**src/sv/gmrc_pkg.sv**
```systemverilog
package gmrc_pkg;

	localparam int MAX_ROWS = 64;
	localparam int COLS     = 64;
	localparam int WORD_W   = 64;
	localparam int ROW_W    = 6;
	localparam int CNT_W    = 7;
	localparam int LANES    = 4;
	localparam int LANE_W   = 2;

	typedef enum logic [3:0] {
		OP_SET        = 4'd0,
		OP_GET        = 4'd1,
		OP_XOR_ROWS   = 4'd2,
		OP_XOR_COLS   = 4'd3,
		OP_SWAP_ROWS  = 4'd4,
		OP_SWAP_COLS  = 4'd5,
		OP_DEL_COL    = 4'd6,
		OP_DEL_FIRST  = 4'd7,
		OP_APPEND     = 4'd8,
		OP_XOR_VEC    = 4'd9,
		OP_KEEP_ONE   = 4'd10,
		OP_READ_ROW   = 4'd11,
		OP_READ_COL   = 4'd12,
		OP_ZERO_TEST  = 4'd13,
		OP_CLEAR      = 4'd14
	} op_t;

	typedef enum logic [1:0] {
		ST_OK      = 2'd0,
		ST_RANGE   = 2'd1,
		ST_PRECOND = 2'd2
	} status_t;

	// operation context shared by every lane during a sweep
	typedef struct packed {
		op_t                op;
		logic [ROW_W-1:0]   a;
		logic [ROW_W-1:0]   b;
		logic               bitv;
		logic               keep;
		logic [CNT_W-1:0]   ct;
		logic [CNT_W-1:0]   kcnt;
		logic [WORD_W-1:0]  vec;
		logic [WORD_W-1:0]  rowa;
		logic [WORD_W-1:0]  rowb;
	} lane_ctrl_t;

endpackage

```
**src/sv/gmrc_merge.sv**
```systemverilog
module gmrc_merge import gmrc_pkg::*; #(
	parameter int AW = 4
) (
	input  logic                 clk,
	input  logic                 clr,
	input  logic                 valid,
	input  logic [AW-1:0]        addr,
	input  logic [ROW_W-1:0]     col_sel,
	input  logic [WORD_W-1:0]    cur [LANES],
	output logic [WORD_W-1:0]    col_or,
	output logic [WORD_W-1:0]    col_word
);

	logic [WORD_W-1:0] or_q;
	logic [WORD_W-1:0] word_q;

	always_ff @(posedge clk) begin
		if (clr) begin
			or_q   <= '0;
			word_q <= '0;
		end else if (valid) begin
			for (int l = 0; l < LANES; l++) begin
				word_q[ROW_W'(addr) * ROW_W'(LANES) + ROW_W'(l)] <= cur[l][col_sel];
			end
			or_q <= or_q | cur[0] | cur[1] | cur[2] | cur[3];
		end
	end

	assign col_or   = or_q;
	assign col_word = word_q;

endmodule

```
**config.mk**
```make
export PLATFORM = sky130hd
export DESIGN_NAME = gmrc_merge
export DESIGN_NICKNAME = d
export VERILOG_FILES = /design/src/sv/gmrc_pkg.sv /design/src/sv/gmrc_merge.sv
export SDC_FILE = /design/constraint.sdc
export NUM_CORES = 1
export LEC_CHECK = 0
export BUFFER_PORTS_ARGS = -buffer_cell sky130_fd_sc_hd__buf_2
export CORE_AREA = 2 2 153 155
export DETAILED_ROUTE_END_ITERATION = 16
export DIE_AREA = 0 0 155 157
export HOLD_SLACK_MARGIN = 0.03
export REMOVE_ABC_BUFFERS = 1
export SLEW_MARGIN = 15
export SYNTH_ARGS = -nofsm -noshare
export SYNTH_HDL_FRONTEND = slang
export SYNTH_SLANG_ARGS = --single-unit
```
**constraint.sdc**
```tcl
create_clock -name clk -period 2.4 [get_ports clk]
set_input_delay 0 -clock clk [delete_from_list [all_inputs] [get_ports clk]]
set_output_delay 0 -clock clk [all_outputs]
set_load 0.03 [all_outputs]
```
==> results.cfg <==
[outcome]
outcome = finished, final reports clean

[power]
power.switching_uw = 2190
power_frac_comb_pct = 25.3
ir_worst_vdd_uv = 402
swShare_pct = 33.7
clockPowerShare_pct = 39.5
power_density_mw_per_mm2 = 543
intPower_uw = 4290
power_frac_seq_pct = 35.2
p_leak_uw = 0.00510

[worst_setup_path]
startpoint = cur[79]
r2r-start = col_word[53]
crit_path_start_kind = input port
cp_max_fo = 16
endpoint_kind = register
cp_slowest_stage_delay_ns = 0.86
critPathSlowestCell = a221oi_4
worstPathRequired_ns = 2.70
crit_type = in2reg
worstPathCellList = dlygate4sd3_1 > buf_2 > mux2i_1 > mux4_2 > a221oi_4 > nand3_1 > o311ai_0
r2r_setup_slack_ns = 1.52
crit_arrival_ns = 2.45

[clock_tree]
clockBufferDepth = 2
cts_buffers = 17
cts_tree = yes
clk_pin_slew_ns = 0.07
clock-sinks = 128
clock_latency_ns = 0.42
post_cts_buffers = 0
cts-root-buf = clkbuf_16
cts_max_level = 4

[placement]
io_buffer_count = 396
dp_hpwl_um = 28500
gp_congestion = 0.992

[route]
vias_per_cell = 5.74
ant_nets = 0
firstDrtPassIters = 5
topRoutingLayerUsed = met5
wl_met3_um = 3240
drtIter0Drc = 719
drt-total-wl_um = 37200
wirelength_met1_um = 14700
drcViolationCount = 0
routedWlPerCell_um = 22.5
route.vias.total = 9494
dr_wl_met2_um = 17800

[synthesis]
ys.flop_type = dfxtp_1
synth_cells = 839
synthDistinctLibCells = 54
synth_edf_count = 0
synth-async-reset-ratio_pct = 0
syn_area_mm2 = 0.00781
syn_avg_cell_area_um2 = 9.31
ys_seq_area_share_pct = 32.8
ys_ff_latch = 128
yosysWarnings = 0

[final_layout]
multiInputGateArea_mm2 = 0.00477
final_util_pct = 53.0
drive_gt1_share_pct = 39.1
synthToLayoutAreaGrowth_pct = 52.5
ff_latch_area_mm2 = 0.00256
fillerInstances = 2146
fin_nets = 1615

[min_path]
min-delay-start = addr[1]
min_path_type = in2reg

[global_routing]
grtUsageTotal_pct = 29.9
grt_overflow = 0
grt_max_degree = 66
grt_pass1_wl_um = 55200
grt_pass1_vias = 9441
antenna_found_initial = 12

[timing]
post-route-period-util_pct = 89.4
rsz0062_at_grt = no
setup_viol = 0
whs_ns = 0.0799
final_hold_viol_count = 0
tns_ns = 0
fmaxAchievable_ghz = 0.466
finalCriticalPeriod_ns = 2.15
tightest_slew_ns = 1.01
slew_headroom_pct = 32.7
slew_viol_final = 0
fin_skew_ns = 0

[flow_run]
maxCapViolCount = 0

[die]
start_util_pct = 34.7
ios = 397
core-area_mm2 = 0.0225
die_h_um = 157
dieWidth_um = 155
dieArea_mm2 = 0.0243
rows = 55
==> metrics by stage <==
stage / std cells / power [uW] / setup WS [ns] / instance area, um2
floorplan: 770 / 3030 / 0.114 / 7350
global placement: 1484 / 3810 / 0.0877 / 10000
detailed placement: 1484 / 3820 / 0.0383 / 10000
CTS: 1644 / 6500 / 0.107 / 11900
global route: 1651 / 6710 / 0.187 / 11900
finish: 1654 / 6480 / 0.253 / 11900
==> kinds of logic after synthesis <==
logic type | after synthesis | share of synthesized area, %
compound gates | 203 | 16.8
buf+inv | 75 | 6.26
flops | 128 | 32.8
mux | 107 | 21.5
simple gates | 326 | 22.7
==> power groups by stage <==
stage               Sequential (uW)  Clock [uW]  Combinational, uW
finish                         2280        2560               1640
global route                   2290        2690               1730
CTS                            2280        2600               1620
detailed placement             2320           0               1500
global placement               2320           0               1490
floorplan                      2520           0                510
==> registers in the layout, indices dropped and copies added (netlist names) <==
register,count
col_word,64
col_or,64
==> cell usage in the layout (no fill, tap or decap), types with 15 or more instances in the layout <==
master	n
buf_4	26
o21ai_0	18
nand2_1	26
o21ai_1	19
or4_1	64
a21oi_1	99
clkbuf_16	17
dlygate4sd3_1	128
mux4_2	46
and3_1	15
a41oi_1	19
nor2_1	78
dfxtp_1	128
nand4_1	16
nand3_1	89
mux2i_1	52
buf_2	395
==> worst paths after layout <==
kind                  endpoint  cells past startpoint
hold / removal    col_word[27]                      3
setup reg to reg  col_word[53]                      3
hold reg to reg   col_word[43]                      2
setup / recovery  col_word[62]                      7
==> per-layer routing <==
| layer | GRT usage (%) | up-vias |
|---|---|---|
| li1 | - | 4319 |
| met1 | 36.8 | 4515 |
| met2 | 50.8 | 553 |
| met3 | 6.66 | 103 |
| met4 | 12.2 | 4 |
| met5 | 0 | - |
==> cells in the mapped netlist, types with 4 or more instances <==
| cell | count | area share, % |
|---|---|---|
| dfxtp_1 | 128 | 33 |
| a21oi_1 | 99 | 6.3 |
| nand3_1 | 89 | 5.7 |
| nor2_1 | 79 | 3.8 |
| or4_1 | 64 | 6.1 |
| mux2i_1 | 52 | 6.7 |
| mux4_2 | 46 | 13 |
| clkbuf_1 | 27 | 1.3 |
| nand2_1 | 26 | 1.2 |
| a41oi_1 | 19 | 2.1 |
| o21ai_1 | 19 | 1.2 |
| o21ai_0 | 18 | 1.2 |
| nand4_1 | 16 | 1.3 |
| and3_1 | 15 | 1.2 |
| o211ai_1 | 12 | 1.2 |
| buf_6 | 11 | 1.6 |
| buf_4 | 10 | 0.96 |
| nor3b_1 | 8 | 0.77 |
| buf_1 | 7 | 0.34 |
| buf_2 | 7 | 0.45 |
| mux2_2 | 7 | 1.0 |
| inv_1 | 6 | 0.29 |
| nor2b_1 | 6 | 0.48 |
| a22oi_1 | 5 | 0.48 |
| a22o_1 | 4 | 0.45 |
| buf_8 | 4 | 0.77 |
| nor3_1 | 4 | 0.26 |
| o311ai_0 | 4 | 0.45 |
| or3_1 | 4 | 0.32 |
==> what timing repair did <==
action | CTS | global route
hold endpoints to repair | 64 | 0
gates resized for setup | 0 | 2
endpoints found under the setup margin | 0 | 3
hold buffers | 128 | 0
==> critical path, delay by kind of cell <==
family | cells | cell delay, ns
AND/OR/NAND/NOR | 1 | 0.16
AO/OA/AOI/OAI | 2 | 1.01
buffers and inverters | 2 | 0.69
multiplexers | 2 | 0.60
==> area by class of cell <==
class,instances,area share [%]
diodes,10,0.210
repair buffers,557,30.3
clock inverters,15,1.24
well taps,285,2.99
multi-input cells,636,40.0
inverters,6,0.189
flip-flops and latches,128,21.5
clock buffers,17,3.57
Power figures use the tool's default switching activity.
